`config.mk`:
```
export PLATFORM = sky130hd
export DESIGN_NAME = radix_conversion_engine
export DESIGN_NICKNAME = d
export VERILOG_FILES = /design/src/rce_pkg.sv /design/src/rce_div.sv /design/src/radix_conversion_engine.sv
export SDC_FILE = /design/constraint.sdc
export NUM_CORES = 2
export LEC_CHECK = 0
export BUFFER_PORTS_ARGS = -buffer_cell sky130_fd_sc_hd__buf_2
export CORE_MARGIN = 1
export CORE_UTILIZATION = 40
export CTS_BUF_LIST = sky130_fd_sc_hd__clkbuf_8 sky130_fd_sc_hd__clkbuf_16
export DETAILED_ROUTE_END_ITERATION = 8
export GPL_TIMING_DRIVEN = 0
export SYNTH_ARGS = -nofsm -noshare
export SYNTH_HDL_FRONTEND = slang
export SYNTH_SLANG_ARGS = --single-unit
```
`constraint.sdc`:
```
create_clock -name clk -period 16.1 [get_ports clk]
set_input_delay 0.805 -clock clk [delete_from_list [all_inputs] [get_ports clk]]
set_output_delay 0.805 -clock clk [all_outputs]
set_load 0.02 [all_outputs]
```
`src/rce_pkg.sv`:
```
// ----------------------------------------------------------------------------
// rce_pkg: shared types and constants of the radix conversion engine
// Value width, digit store depth, character codes, divider handshake structs,
// sequencer states and the digit/character mapping functions.
// ----------------------------------------------------------------------------
package rce_pkg;

	localparam int VALUE_BITS = 63;
	localparam int MAX_DIGITS = 64;

	localparam int BASE_W = 6;
	localparam int CH_W   = 8;

	// divider: DIV_STEP quotient bits per cycle
	localparam int DIV_STEP   = 8;
	localparam int DIV_CYCLES = (VALUE_BITS + DIV_STEP - 1) / DIV_STEP;
	localparam int DIV_W      = DIV_CYCLES * DIV_STEP;
	localparam int STEP_W     = $clog2(DIV_CYCLES + 1);

	localparam int ADDR_W = $clog2(MAX_DIGITS);
	localparam int CNT_W  = $clog2(MAX_DIGITS + 1);
	localparam int PROD_W = VALUE_BITS + BASE_W;

	localparam logic [BASE_W-1:0] MIN_BASE     = BASE_W'(2);
	localparam logic [BASE_W-1:0] MAX_IN_BASE  = BASE_W'(35);
	localparam logic [BASE_W-1:0] MAX_OUT_BASE = BASE_W'(36);
	localparam logic [BASE_W-1:0] RST_IN_BASE  = BASE_W'(10);
	localparam logic [BASE_W-1:0] RST_OUT_BASE = BASE_W'(16);
	localparam logic [BASE_W-1:0] NO_DIGIT     = '1;

	localparam logic [CH_W-1:0] CH_MINUS = 8'h2D;
	localparam logic [CH_W-1:0] CH_SPACE = 8'h20;
	localparam logic [CH_W-1:0] CH_TAB   = 8'h09;
	localparam logic [CH_W-1:0] CH_0     = 8'h30;
	localparam logic [CH_W-1:0] CH_9     = 8'h39;
	localparam logic [CH_W-1:0] CH_UA    = 8'h41;
	localparam logic [CH_W-1:0] CH_UZ    = 8'h5A;
	localparam logic [CH_W-1:0] CH_LA    = 8'h61;
	localparam logic [CH_W-1:0] CH_LZ    = 8'h7A;
	localparam logic [CH_W-1:0] CH_NUL   = 8'h00;

	// configuration register indexes
	localparam logic REG_IN_BASE  = 1'b0;
	localparam logic REG_OUT_BASE = 1'b1;

	typedef enum logic [1:0] {
		ST_IDLE,
		ST_DIV,
		ST_READ,
		ST_EMIT
	} state_t;

	typedef struct packed {
		logic                  start;
		logic [VALUE_BITS-1:0] dividend;
		logic [BASE_W-1:0]     divisor;
	} div_ctrl_t;

	typedef struct packed {
		logic                  busy;
		logic                  done;
		logic [VALUE_BITS-1:0] quotient;
		logic [BASE_W-1:0]     remainder;
	} div_sts_t;

	// digit value of a character, NO_DIGIT if it is none
	function automatic logic [BASE_W-1:0] char_value(input logic [CH_W-1:0] c);
		logic [BASE_W-1:0] v;
		v = NO_DIGIT;
		if (c >= CH_0 && c <= CH_9)
			v = BASE_W'(c - CH_0);
		else if (c >= CH_UA && c <= CH_UZ)
			v = BASE_W'(c - CH_UA + 8'd10);
		else if (c >= CH_LA && c <= CH_LZ)
			v = BASE_W'(c - CH_LA + 8'd10);
		return v;
	endfunction

	function automatic logic [CH_W-1:0] digit_char(input logic [BASE_W-1:0] d);
		logic [CH_W-1:0] c;
		if (d < BASE_W'(10))
			c = CH_0 + CH_W'(d);
		else
			c = CH_UA + CH_W'(d) - 8'd10;
		return c;
	endfunction

endpackage

```
`src/rce_div.sv`:
```
// ----------------------------------------------------------------------------
// rce_div: iterative value-by-base divider
// Restoring division of a VALUE_BITS dividend by a small base, DIV_STEP
// quotient bits per cycle; quotient and remainder held until the next start.
// ----------------------------------------------------------------------------
module rce_div
	import rce_pkg::*;
(
	input  logic      clk,
	input  logic      arst_n,
	input  div_ctrl_t ctrl,
	output div_sts_t  sts
);

	logic [DIV_W-1:0]    work_q;
	logic [BASE_W-1:0]   rem_q;
	logic [BASE_W-1:0]   divisor_q;
	logic [STEP_W-1:0]   step_q;
	logic                busy_q;
	logic                done_q;

	logic [BASE_W:0]     r;
	logic [DIV_STEP-1:0] qbits;

	// DIV_STEP dependent compare/subtract steps on a 7-bit remainder
	always_comb begin
		r     = {1'b0, rem_q};
		qbits = '0;
		for (int i = 0; i < DIV_STEP; i++) begin
			r = {r[BASE_W-1:0], work_q[DIV_W-1-i]};
			if (r >= {1'b0, divisor_q}) begin
				r = r - {1'b0, divisor_q};
				qbits[DIV_STEP-1-i] = 1'b1;
			end
		end
	end

	always_ff @(posedge clk or negedge arst_n) begin
		if (!arst_n) begin
			busy_q <= 1'b0;
			done_q <= 1'b0;
			step_q <= '0;
		end else begin
			done_q <= 1'b0;
			if (ctrl.start) begin
				busy_q <= 1'b1;
				step_q <= '0;
			end else if (busy_q) begin
				step_q <= step_q + 1'b1;
				if (step_q == STEP_W'(DIV_CYCLES - 1)) begin
					busy_q <= 1'b0;
					done_q <= 1'b1;
				end
			end
		end
	end

	always_ff @(posedge clk) begin
		if (ctrl.start) begin
			work_q    <= DIV_W'(ctrl.dividend);
			rem_q     <= '0;
			divisor_q <= ctrl.divisor;
		end else if (busy_q) begin
			work_q <= {work_q[DIV_W-DIV_STEP-1:0], qbits};
			rem_q  <= r[BASE_W-1:0];
		end
	end

	assign sts.busy      = busy_q;
	assign sts.done      = done_q;
	assign sts.quotient  = work_q[VALUE_BITS-1:0];
	assign sts.remainder = rem_q;

endmodule

```
`src/radix_conversion_engine.sv`:
```
// ----------------------------------------------------------------------------
// radix_conversion_engine: ASCII number text to ASCII digits in another base
// Accumulates input digits with overflow and syntax checks, then splits the
// value into output-base digits and streams them most significant first.
// ----------------------------------------------------------------------------
//  channel | handshake          | payload
//  --------+--------------------+-------------------------------
//  in      | in_valid / in_stall  | ch[7:0], last
//  out     | out_valid / out_stall| symbol[7:0], invalid, last_out
//  cfg     | cfg_valid / cfg_ready| cfg_index, cfg_data[5:0]
//
//  A character that is not marked last is absorbed with one multiply-add.
//  A last character with D output digits runs D divisions in the shared
//  divider; each digit then passes the digit store read port (ST_READ, then
//  ST_EMIT), and output stalls hold the stream.
//  Reset is asynchronous; bases return to 10 and 16. No clearing pass.
//  in_stall stays high from the last character until the final result leaves.
// ----------------------------------------------------------------------------
module radix_conversion_engine
	import rce_pkg::*;
(
	input  logic              clk,
	input  logic              arst_n,
	input  logic              in_valid,
	output logic              in_stall,
	input  logic [CH_W-1:0]   ch,
	input  logic              last,
	output logic              out_valid,
	input  logic              out_stall,
	output logic [CH_W-1:0]   symbol,
	output logic              invalid,
	output logic              last_out,
	input  logic              cfg_valid,
	output logic              cfg_ready,
	input  logic              cfg_index,
	input  logic [BASE_W-1:0] cfg_data
);

	state_t                state_q, state_d;
	logic [BASE_W-1:0]     in_base_q, out_base_q;
	logic [VALUE_BITS-1:0] acc_q, acc_d;
	logic                  at_start_q, stopped_q, stopped_d, err_seen_q, err_seen_d;
	logic [CNT_W-1:0]      cnt_q;
	logic [ADDR_W-1:0]     ptr_q;
	logic                  bad_q;
	logic [BASE_W-1:0]     rd_q;
	logic [BASE_W-1:0]     store_mem [MAX_DIGITS];

	logic                  in_acc;
	logic                  in_bad, out_bad, bad_now;
	logic [BASE_W-1:0]     dval;
	logic [PROD_W-1:0]     mac;
	logic                  ovf;
	logic                  q_zero, full;
	div_ctrl_t             div_ctrl;
	div_sts_t              div_sts;

	rce_div u_div (
		.clk   (clk),
		.arst_n(arst_n),
		.ctrl  (div_ctrl),
		.sts   (div_sts)
	);

	assign cfg_ready = 1'b1;
	assign in_acc    = in_valid && !in_stall;
	assign in_bad    = (in_base_q < MIN_BASE) || (in_base_q > MAX_IN_BASE);
	assign out_bad   = (out_base_q < MIN_BASE) || (out_base_q > MAX_OUT_BASE);
	assign dval      = char_value(ch);
	assign mac       = PROD_W'(acc_q) * PROD_W'(in_base_q) + PROD_W'(dval);
	assign ovf       = |mac[PROD_W-1:VALUE_BITS];
	assign q_zero    = (div_sts.quotient == '0);
	assign full      = (cnt_q + 1'b1) >= CNT_W'(MAX_DIGITS);

	// per-character parse
	always_comb begin
		acc_d      = acc_q;
		stopped_d  = stopped_q;
		err_seen_d = err_seen_q;
		if (stopped_q) begin
			stopped_d = 1'b1;
		end else if (at_start_q && ch == CH_MINUS) begin
			stopped_d = 1'b0;
		end else if (ch == CH_SPACE || ch == CH_TAB) begin
			stopped_d = 1'b1;
		end else if (in_bad || dval >= in_base_q) begin
			err_seen_d = 1'b1;
		end else if (!err_seen_q) begin
			if (ovf)
				err_seen_d = 1'b1;
			else
				acc_d = mac[VALUE_BITS-1:0];
		end
	end

	assign bad_now = err_seen_d || in_bad || out_bad;

	// next state
	always_comb begin
		state_d = state_q;
		unique case (state_q)
			ST_IDLE: begin
				if (in_acc && last)
					state_d = bad_now ? ST_EMIT : ST_DIV;
			end
			ST_DIV: begin
				if (div_sts.done) begin
					if (q_zero)
						state_d = ST_READ;
					else if (full)
						state_d = ST_EMIT;
				end
			end
			ST_READ: state_d = ST_EMIT;
			ST_EMIT: begin
				if (!out_stall)
					state_d = last_out ? ST_IDLE : ST_READ;
			end
			default: state_d = ST_IDLE;
		endcase
	end

	// outputs and divider control
	always_comb begin
		in_stall          = (state_q != ST_IDLE);
		out_valid         = (state_q == ST_EMIT);
		invalid           = bad_q;
		last_out          = bad_q || (ptr_q == '0);
		symbol            = bad_q ? CH_NUL : digit_char(rd_q);
		div_ctrl.divisor  = out_base_q;
		div_ctrl.dividend = (state_q == ST_IDLE) ? acc_d : div_sts.quotient;
		div_ctrl.start    = 1'b0;
		unique case (state_q)
			ST_IDLE: div_ctrl.start = in_acc && last && !bad_now;
			ST_DIV:  div_ctrl.start = div_sts.done && !q_zero && !full;
			ST_READ, ST_EMIT: div_ctrl.start = 1'b0;
			default: div_ctrl.start = 1'b0;
		endcase
	end

	always_ff @(posedge clk or negedge arst_n) begin
		if (!arst_n) begin
			state_q    <= ST_IDLE;
			in_base_q  <= RST_IN_BASE;
			out_base_q <= RST_OUT_BASE;
			acc_q      <= '0;
			at_start_q <= 1'b1;
			stopped_q  <= 1'b0;
			err_seen_q <= 1'b0;
			cnt_q      <= '0;
			ptr_q      <= '0;
			bad_q      <= 1'b0;
		end else begin
			state_q <= state_d;
			if (cfg_valid && cfg_ready) begin
				unique case (cfg_index)
					REG_IN_BASE:  in_base_q  <= cfg_data;
					REG_OUT_BASE: out_base_q <= cfg_data;
					default: ;
				endcase
			end
			if (in_acc) begin
				if (last) begin
					acc_q      <= '0;
					at_start_q <= 1'b1;
					stopped_q  <= 1'b0;
					err_seen_q <= 1'b0;
					cnt_q      <= '0;
					bad_q      <= bad_now;
				end else begin
					acc_q      <= acc_d;
					at_start_q <= 1'b0;
					stopped_q  <= stopped_d;
					err_seen_q <= err_seen_d;
				end
			end
			if (state_q == ST_DIV && div_sts.done) begin
				cnt_q <= cnt_q + 1'b1;
				if (q_zero)
					ptr_q <= cnt_q[ADDR_W-1:0];
				else if (full)
					bad_q <= 1'b1;
			end
			if (state_q == ST_EMIT && !out_stall) begin
				if (last_out)
					bad_q <= 1'b0;
				else
					ptr_q <= ptr_q - 1'b1;
			end
		end
	end

	// digit store: remainders land least significant first
	always_ff @(posedge clk) begin
		if (state_q == ST_DIV && div_sts.done)
			store_mem[cnt_q[ADDR_W-1:0]] <= div_sts.remainder;
		if (state_q == ST_READ)
			rd_q <= store_mem[ptr_q];
	end

	a_no_emit_while_div: assert property (@(posedge clk) disable iff (!arst_n)
		out_valid |-> !div_sts.busy)
		else $error("result shown while divider busy");

	a_no_result_midtext: assert property (@(posedge clk) disable iff (!arst_n)
		(in_valid && !in_stall && !last) |=> !out_valid)
		else $error("result after a non-final character");

	a_invalid_form: assert property (@(posedge clk) disable iff (!arst_n)
		(out_valid && invalid) |-> (last_out && symbol == CH_NUL))
		else $error("invalid result not a single terminal transaction");

	a_symbol_range: assert property (@(posedge clk) disable iff (!arst_n)
		(out_valid && !invalid) |->
			((symbol >= CH_0 && symbol <= CH_9) || (symbol >= CH_UA && symbol <= CH_UZ)))
		else $error("symbol outside digit set");

	a_cnt_bound: assert property (@(posedge clk) disable iff (!arst_n)
		cnt_q <= CNT_W'(MAX_DIGITS))
		else $error("digit count beyond store depth");

endmodule

```
**Yosys cells after proc, flatten, opt, wreduce, memory -nomap -nowiden**

Memory sizes are Yosys's and may differ from the RTL's. A register that Yosys moved wholly into a read port is not among the register bits.
Index checks and enable logic that the tools add are counted.

- Register bits: 176
- RAM bits: 384
- Input bits: 21
- Output and inout port bits: 13
- Logic and storage cells: 186
- Memories kept: 1

Memory list:

| name | depth | bits a word | rd ports | clocked after Yosys merged registers in | write ports | line | text |
|---|---|---|---|---|---|---|---|
| store_mem | 64 | 6 | 1 | 1 | 1 | radix_conversion_engine.sv:47 | `logic [BASE_W-1:0] store_mem [MAX_DIGITS];` |

- Add/sub/neg operators: 20
- $mul: 1
- Magnitude comparators: 21
- Equality and inequality tests: 12
- Multiplexer cells: 76
- Bitwise operators: 1
- Reduce and logical (&&, ||, !) cells: 37

Operators by type and width:

| cell | number |
|---|---|
| two-way mux 63 bit | 10 |
| two-way mux 6 bit | 15 |
| adder 69 x 6 -> 69 bit | 1 |
| multiplier 63 x 6 -> 69 bit | 1 |
| zero test 63 bit | 1 |
| >= comparator 7 x 6 -> 1 bit | 8 |
| subtractor 6 bit | 8 |
| two-way mux 1 bit | 35 |
| two-way mux 7 bit | 3 |
| == test 8 x 6 -> 1 bit, second input constant | 2 |
| >= comparator 8 x 7 -> 1 bit, second input constant | 2 |
| <= comparator 8 x 7 -> 1 bit, second input constant | 2 |
| two-way mux 8 bit | 2 |
| two-way mux 2 bit | 7 |
| adder 6 x 4 -> 6 bit, second input constant | 2 |
| greater-than comparator 6 bit, second input constant | 2 |
| < comparator 6 x 2 -> 1 bit, second input constant | 2 |
| subtractor 6 x 1 -> 6 bit, second input constant | 2 |
| subtractor 6 bit, second input constant | 2 |
| logical AND 1 bit | 11 |
| adder 7 x 6 -> 8 bit, first input constant | 1 |
| == test 8 x 4 -> 1 bit, second input constant | 1 |
| >= comparator 8 x 6 -> 1 bit, second input constant | 1 |
| <= comparator 8 x 6 -> 1 bit, second input constant | 1 |
| 26 further kinds | 46 |

**Longest topological paths before layout**

- Depth in word-level cells: 22
- Mapped depth: 83

**By module**

Synthesis repeated with hierarchy kept, for this count alone.

- Cells, all modules: 4,003
- Area, all modules: 42,485.7 um^2

Modules (own cells, without submodules):

| module | instances | cells an instance | area each (um^2) | seq. area each (um^2) |
|---|---|---|---|---|
| radix_conversion_engine | 1 | 3,423 | 36,058.3 | 14,068.5 |
| rce_div | 1 | 580 | 6,427.4 | 2,362.3 |

**Least setup slack after synthesis**

OpenSTA, ideal clock, no wires.

- Kind: flip-flop to flip-flop
- From: reg u_div.rem_q[0]
- To: reg u_div.work_q[0] (data pin)
- Arrival: 16,577 ps
- Data required time: 15,838 ps
- Setup slack: -739 ps
- Stages on the path, launching flop included: 80
- Path buffers: 2
- Period minus slack after synthesis: 16,839 ps
- Cell sequence: dfxtp_1 ha_1 nor2b_1 o21bai_1 a21oi_1 nor2_1 mux2_2 inv_1 ha_1 nor2b_4 o31a_1 o31ai_1 o211ai_1 o21ai_0 inv_1 ha_1 nor2b_1 o31ai_1 (+44 left out) nand2b_1 a21o_1 a21o_1 a211oi_1 nand2_1 nor3b_1 o21bai_2 mux2i_1 ha_1 a21o_1 a21o_1 a21o_1 a21o_1 nand2_1 o311ai_2 a211o_2 nor2_1 a31oi_1

- Cells in the longest elaborated chain, start to end: 18

Ends and longest elaborated chain:

| element | line | text |
|---|---|---|
| start: declaration | rce_div.sv:16 | `logic [BASE_W-1:0] rem_q;` |
| start signal: assignment | rce_div.sv:65 | `rem_q <= r[BASE_W-1:0];` |
| subtractor 6 bit / >= comparator 7 x 6 -> 1 bit (equally long branches) | rce_div.sv:32, rce_div.sv:31 |  |
| two-way mux 6 bit (*) | rce_div.sv:31 | `if (r >= {1'b0, divisor_q}) begin` |
| subtractor 6 bit / >= comparator 7 x 6 -> 1 bit (equally long branches) | rce_div.sv:32, rce_div.sv:31 |  |
| two-way mux 6 bit (*) | rce_div.sv:31 |  |
| subtractor 6 bit / >= comparator 7 x 6 -> 1 bit (equally long branches) | rce_div.sv:32, rce_div.sv:31 |  |
| two-way mux 6 bit (*) | rce_div.sv:31 |  |
| subtractor 6 bit / >= comparator 7 x 6 -> 1 bit (equally long branches) | rce_div.sv:32, rce_div.sv:31 |  |
| two-way mux 6 bit (*) | rce_div.sv:31 |  |
| (+2 left out) | - |  |
| >= comparator 7 x 6 -> 1 bit / subtractor 6 bit (equally long branches) | rce_div.sv:31, rce_div.sv:32 |  |
| two-way mux 6 bit (*) | rce_div.sv:31 |  |
| subtractor 6 bit / >= comparator 7 x 6 -> 1 bit (equally long branches) | rce_div.sv:32, rce_div.sv:31 |  |
| two-way mux 6 bit (*) | rce_div.sv:31 |  |
| >= comparator 7 x 6 -> 1 bit (*) | rce_div.sv:31 |  |
| two-way mux 1 bit (*) | rce_div.sv:31 |  |
| two-way mux 63 bit (*) | rce_div.sv:63 | `end else if (busy_q) begin` |
| two-way mux 63 bit (*) | rce_div.sv:59 | `if (ctrl.start) begin` |
| end signal: assignment | rce_div.sv:60 | `work_q <= DIV_W'(ctrl.dividend);` |
| end signal: assignment | rce_div.sv:64 | `work_q <= {work_q[DIV_W-DIV_STEP-1:0], qbits};` |
| end: declaration | rce_div.sv:15 | `logic [DIV_W-1:0] work_q;` |

Every way passes the cells marked *; elsewhere a longest branch is shown, timed or not. The select of a mux whose other input is x is not followed.
A chain may end at the register's enable or synchronous reset.

**Worst setup path after layout**

- From: reg u_div.divisor_q[1]
- To: reg u_div.work_q[0] (data pin)

- Cells in the longest elaborated chain, start to end: 18

Ends and longest elaborated chain:

| element | line | text |
|---|---|---|
| start: declaration | rce_div.sv:17 | `logic [BASE_W-1:0] divisor_q;` |
| start signal: assignment | rce_div.sv:62 | `divisor_q <= ctrl.divisor;` |
| subtractor 6 bit / >= comparator 7 x 6 -> 1 bit (equally long branches) | rce_div.sv:32, rce_div.sv:31 |  |
| two-way mux 6 bit | rce_div.sv:31 |  |
| subtractor 6 bit / >= comparator 7 x 6 -> 1 bit (equally long branches) | rce_div.sv:32, rce_div.sv:31 |  |
| two-way mux 6 bit | rce_div.sv:31 |  |
| subtractor 6 bit / >= comparator 7 x 6 -> 1 bit (equally long branches) | rce_div.sv:32, rce_div.sv:31 |  |
| two-way mux 6 bit | rce_div.sv:31 |  |
| subtractor 6 bit / >= comparator 7 x 6 -> 1 bit (equally long branches) | rce_div.sv:32, rce_div.sv:31 |  |
| two-way mux 6 bit | rce_div.sv:31 |  |
| (+2 left out) | - |  |
| >= comparator 7 x 6 -> 1 bit / subtractor 6 bit (equally long branches) | rce_div.sv:31, rce_div.sv:32 |  |
| two-way mux 6 bit | rce_div.sv:31 |  |
| subtractor 6 bit / >= comparator 7 x 6 -> 1 bit (equally long branches) | rce_div.sv:32, rce_div.sv:31 |  |
| two-way mux 6 bit | rce_div.sv:31 |  |
| >= comparator 7 x 6 -> 1 bit (*) | rce_div.sv:31 |  |
| two-way mux 1 bit (*) | rce_div.sv:31 |  |
| two-way mux 63 bit (*) | rce_div.sv:63 |  |
| two-way mux 63 bit (*) | rce_div.sv:59 |  |

Marked as above.

==> flow_metrics.py <==
metrics = {
    "drt": {
        "avgRoutedWirePerCell_um": 21.79,
        "drt-total-wl_um": 113000,
        "detail_route.vias_per_cell": 5.621,
        "postRouteAntennaNets": 0,
        "drt_pass1_iterations": 6,
        "drc": 0,
        "vias": 29160,
        "dr.first_iter.drc_count": 2950,
    },
    "yosys": {
        "mappedNetlistArea_mm2": 0.03911,
        "synthTopCellsByArea": "edfxtp_1, fa_1, ha_1",
        "synthesis.nets": 4203,
        "synth_cells": 3713,
        "synth_edf_count": 459,
        "yosysWarnings": 0,
        "netlist.area_leader.share": 0.3525,
        "ys_ff_latch": 566,
        "seq_area_frac_synth": 0.4202,
        "synthDominantAreaCellType": "edfxtp_1",
        "postSynth.topFlopCell": "edfxtp_1",
        "post_synth.cell_area_avg_um2": 10.53,
        "synthArstFlopShare": 0.1767,
        "synthDistinctLibCells": 92,
    },
    "cells_and_area": {
        "antenna_cells": 0,
        "drive_above_1_share": 0.09714,
        "area_delta_synth_final_pct": 12.10,
        "final_net_count": 4356,
        "final_cell_area_mm2": 0.04384,
    },
    "floorplanning": {
        "placement_rows": 114,
        "chipHeight_um": 314.7,
        "io_pins": 34,
        "floorplan.initialDensity": 0.4044,
        "core-area_mm2": 0.09671,
        "fp.dieArea_mm2": 0.09902,
        "floorplan.die.width_um": 314.7,
    },
    "critical_path": {
        "critical-path-top-delay-family": "compound AO/OA/AOI/OAI gates",
        "crit_path_end_kind": "register",
        "timing.reg2reg.setup_slack_ns": 0.65,
        "r2r_start": "u_div.divisor_q[1]$_DFFE_PP_",
        "worstReg2RegEnd": "u_div.work_q[0]$_DFFE_PP_",
        "critical_path.max_fanout": 9,
        "cp_common_cell": "a21o_1",
        "worstSetupStartpointType": "register",
        "reg2reg_depth": 80,
        "critPathSlowestCell": "edfxtp_1",
        "path_class": "reg2reg",
        "crit_required_ns": 16.43,
        "critical_path_arrival_ns": 15.77,
        "timing.critical_path.buf_inv": 8,
        "timing.critical_path.slowest_cell_delay_ns": 0.48,
    },
    "clock_network": {
        "number_of_buffers_created_by_cts": 56,
        "clk_pin_slew_worst_paths_ns": 0.06,
        "tritoncts_clock_tree": "built",
        "ctsHoldBuffers": 0,
        "cts_sinks": 566,
        "htreeDepth": 2,
        "worst_skew_pair.late_latency_ns": 0.65,
        "root_buffer": "clkbuf_16",
        "cts_buffer_depth": 3,
    },
    "sta": {
        "final.setup_skew_ns": 0.08071,
        "worst_slew_margin_rel": 0.07995,
        "fmax_ghz": 0.06474,
        "setup_violations_final": 0,
        "worst_margin_pin_slew_ns": 1.380,
        "final-max-slew-violation-count": 0,
        "final_critical_delay_including_setup_and_external_delays_ns": 15.45,
        "hold_viol_final": 0,
        "period_share": 0.9594,
    },
    "grt": {
        "grt_start_max_net_pins": 62,
        "first_pass_grt_wire_length_um": 171100,
        "grt_util_all_layers": 0.2256,
        "overflow": 0,
        "first_global_vias": 28450,
        "grt_antenna_before_repair": 4,
    },
    "hold_path": {
        "hold_path_class": "in2async",
    },
    "placed_design": {
        "globalplace.congestion": 0.9134,
        "hpwl_um": 81710,
        "port-buffer-count": 29,
        "placedInstanceArea_mm2": 0.04099,
    },
    "flow_run": {
        "cap_violations": 0,
    },
    "run_status": {
        "status": "finished, final reports clean",
    },
}
[worst max path at each step]
stage               depth (start not counted)                         start  slack [ns]                           to
floorplan                                  79  u_div.divisor_q[1]$_DFFE_PP_        0.02    u_div.work_q[0]$_DFFE_PP_
global placement                           80   u_div.rem_q[2]$_SDFFE_PP0P_       -3.72    u_div.work_q[0]$_DFFE_PP_
detailed placement                         80   u_div.rem_q[0]$_SDFFE_PP0P_       -3.72    u_div.work_q[0]$_DFFE_PP_
CTS                                        77  u_div.divisor_q[1]$_DFFE_PP_        0.01    u_div.work_q[0]$_DFFE_PP_
global route                               80  u_div.divisor_q[1]$_DFFE_PP_       -0.08  u_div.rem_q[5]$_SDFFE_PP0P_
finish                                     80  u_div.divisor_q[1]$_DFFE_PP_        0.65    u_div.work_q[0]$_DFFE_PP_
[cell families after synthesis]
kind of cell,synth area share
compound gates,0.1202
xor+xnor,0.02105
fa+ha+maj,0.1992
buf+inv,0.05186
flops,0.4202
mux,0.06178
other cells,0.0001920
simple gates,0.1255
[placed cells by master, fill, tap and decap left out, types with 58 or more instances in the layout]
master	netlist	routed
nand2_1	623	620
fa_1	256	256
nor2_1	274	268
o21ai_0	125	112
o21ai_1	86	93
a21oi_1	191	186
mux2i_1	103	97
edfxtp_1	459	459
clkbuf_1	189	188
buf_4	4	58
ha_1	213	205
clkbuf_16	0	58
inv_1	269	271
dfrtp_1	96	96
[Yosys cell counts (19+ instances only)]
cell type  instances
clkbuf_2          22
mux4_2            53
ha_1             213
inv_1            269
nor3_1            32
and2_1            34
edfxtp_1         459
xor2_1            44
nor2_1           274
nand2_1          623
mux2i_1          103
buf_1             19
clkbuf_1         189
o21ai_1           86
dfrtp_1           96
o221ai_1          35
o31ai_1           36
nand4_1           39
o22ai_1           23
a21o_1            48
a21oi_1          191
nor4_1            27
fa_1             256
xnor2_1           50
o21ai_0          125
a22oi_1           33
nand3_1           45
a31oi_1           29
[final cells by class]
type,count,area [um^2]
flip-flops and latches,566,16450
plain buffers,248,1021
multi-input cells,2628,21030
fillers,8988,52870
well taps,1276,1597
clock buffers,58,1429
clock inverters,46,436.7
inverters,270,1032
repair buffers,96,843.3
[state kept, by name, summed over array words and instances (netlist names), 2 cells and up]
register / count
cnt_q: 7
store_mem: 384
ptr_q: 6
u_div.work_q: 64
rd_q: 6
u_div.step_q: 4
in_base_q: 6
acc_q: 63
u_div.rem_q: 6
state_q: 2
out_base_q: 6
u_div.divisor_q: 6
[metal layers]
layer | routed length (um) | vias to the layer above | track usage | part of all wire
li1 | - | 13350 | - | -
met1 | 50960 | 14670 | 0.3331 | 0.45
met2 | 51540 | 1006 | 0.3581 | 0.46
met3 | 8119 | 131 | 0.02519 | 0.072
met4 | 2397 | 2 | 0.04612 | 0.021
met5 | 12 | - | 0 | 0.00011
[metrics by stage]
stage / setup WS (ns) / util / TNS [ns] / cells / hold WS, ns
floorplan: 0.02110 / - / 0 / 3713 / 0.4358
global placement: -3.716 / 0.4225 / -26.92 / 5018 / 0.4644
detailed placement: -3.720 / 0.4239 / -26.99 / 5024 / 0.4700
CTS: 0.01024 / 0.4475 / 0 / 5150 / 0.1536
global route: -0.07964 / 0.4533 / -0.3175 / 5188 / 0.1907
finish: 0.6533 / 0.4533 / 0 / 5188 / 0.1589
[timing repair]
| action | 4_1_cts | 5_1_grt |
|---|---|---|
| pin swaps | 12 | 31 |
| setup buffers | 23 | 38 |
| endpoints found under the setup margin | 8 | 7 |
| resized for setup | 42 | 46 |
Power is not shown: default switching activity piles up to over one toggle a cycle in this logic, so the estimate is an artifact.
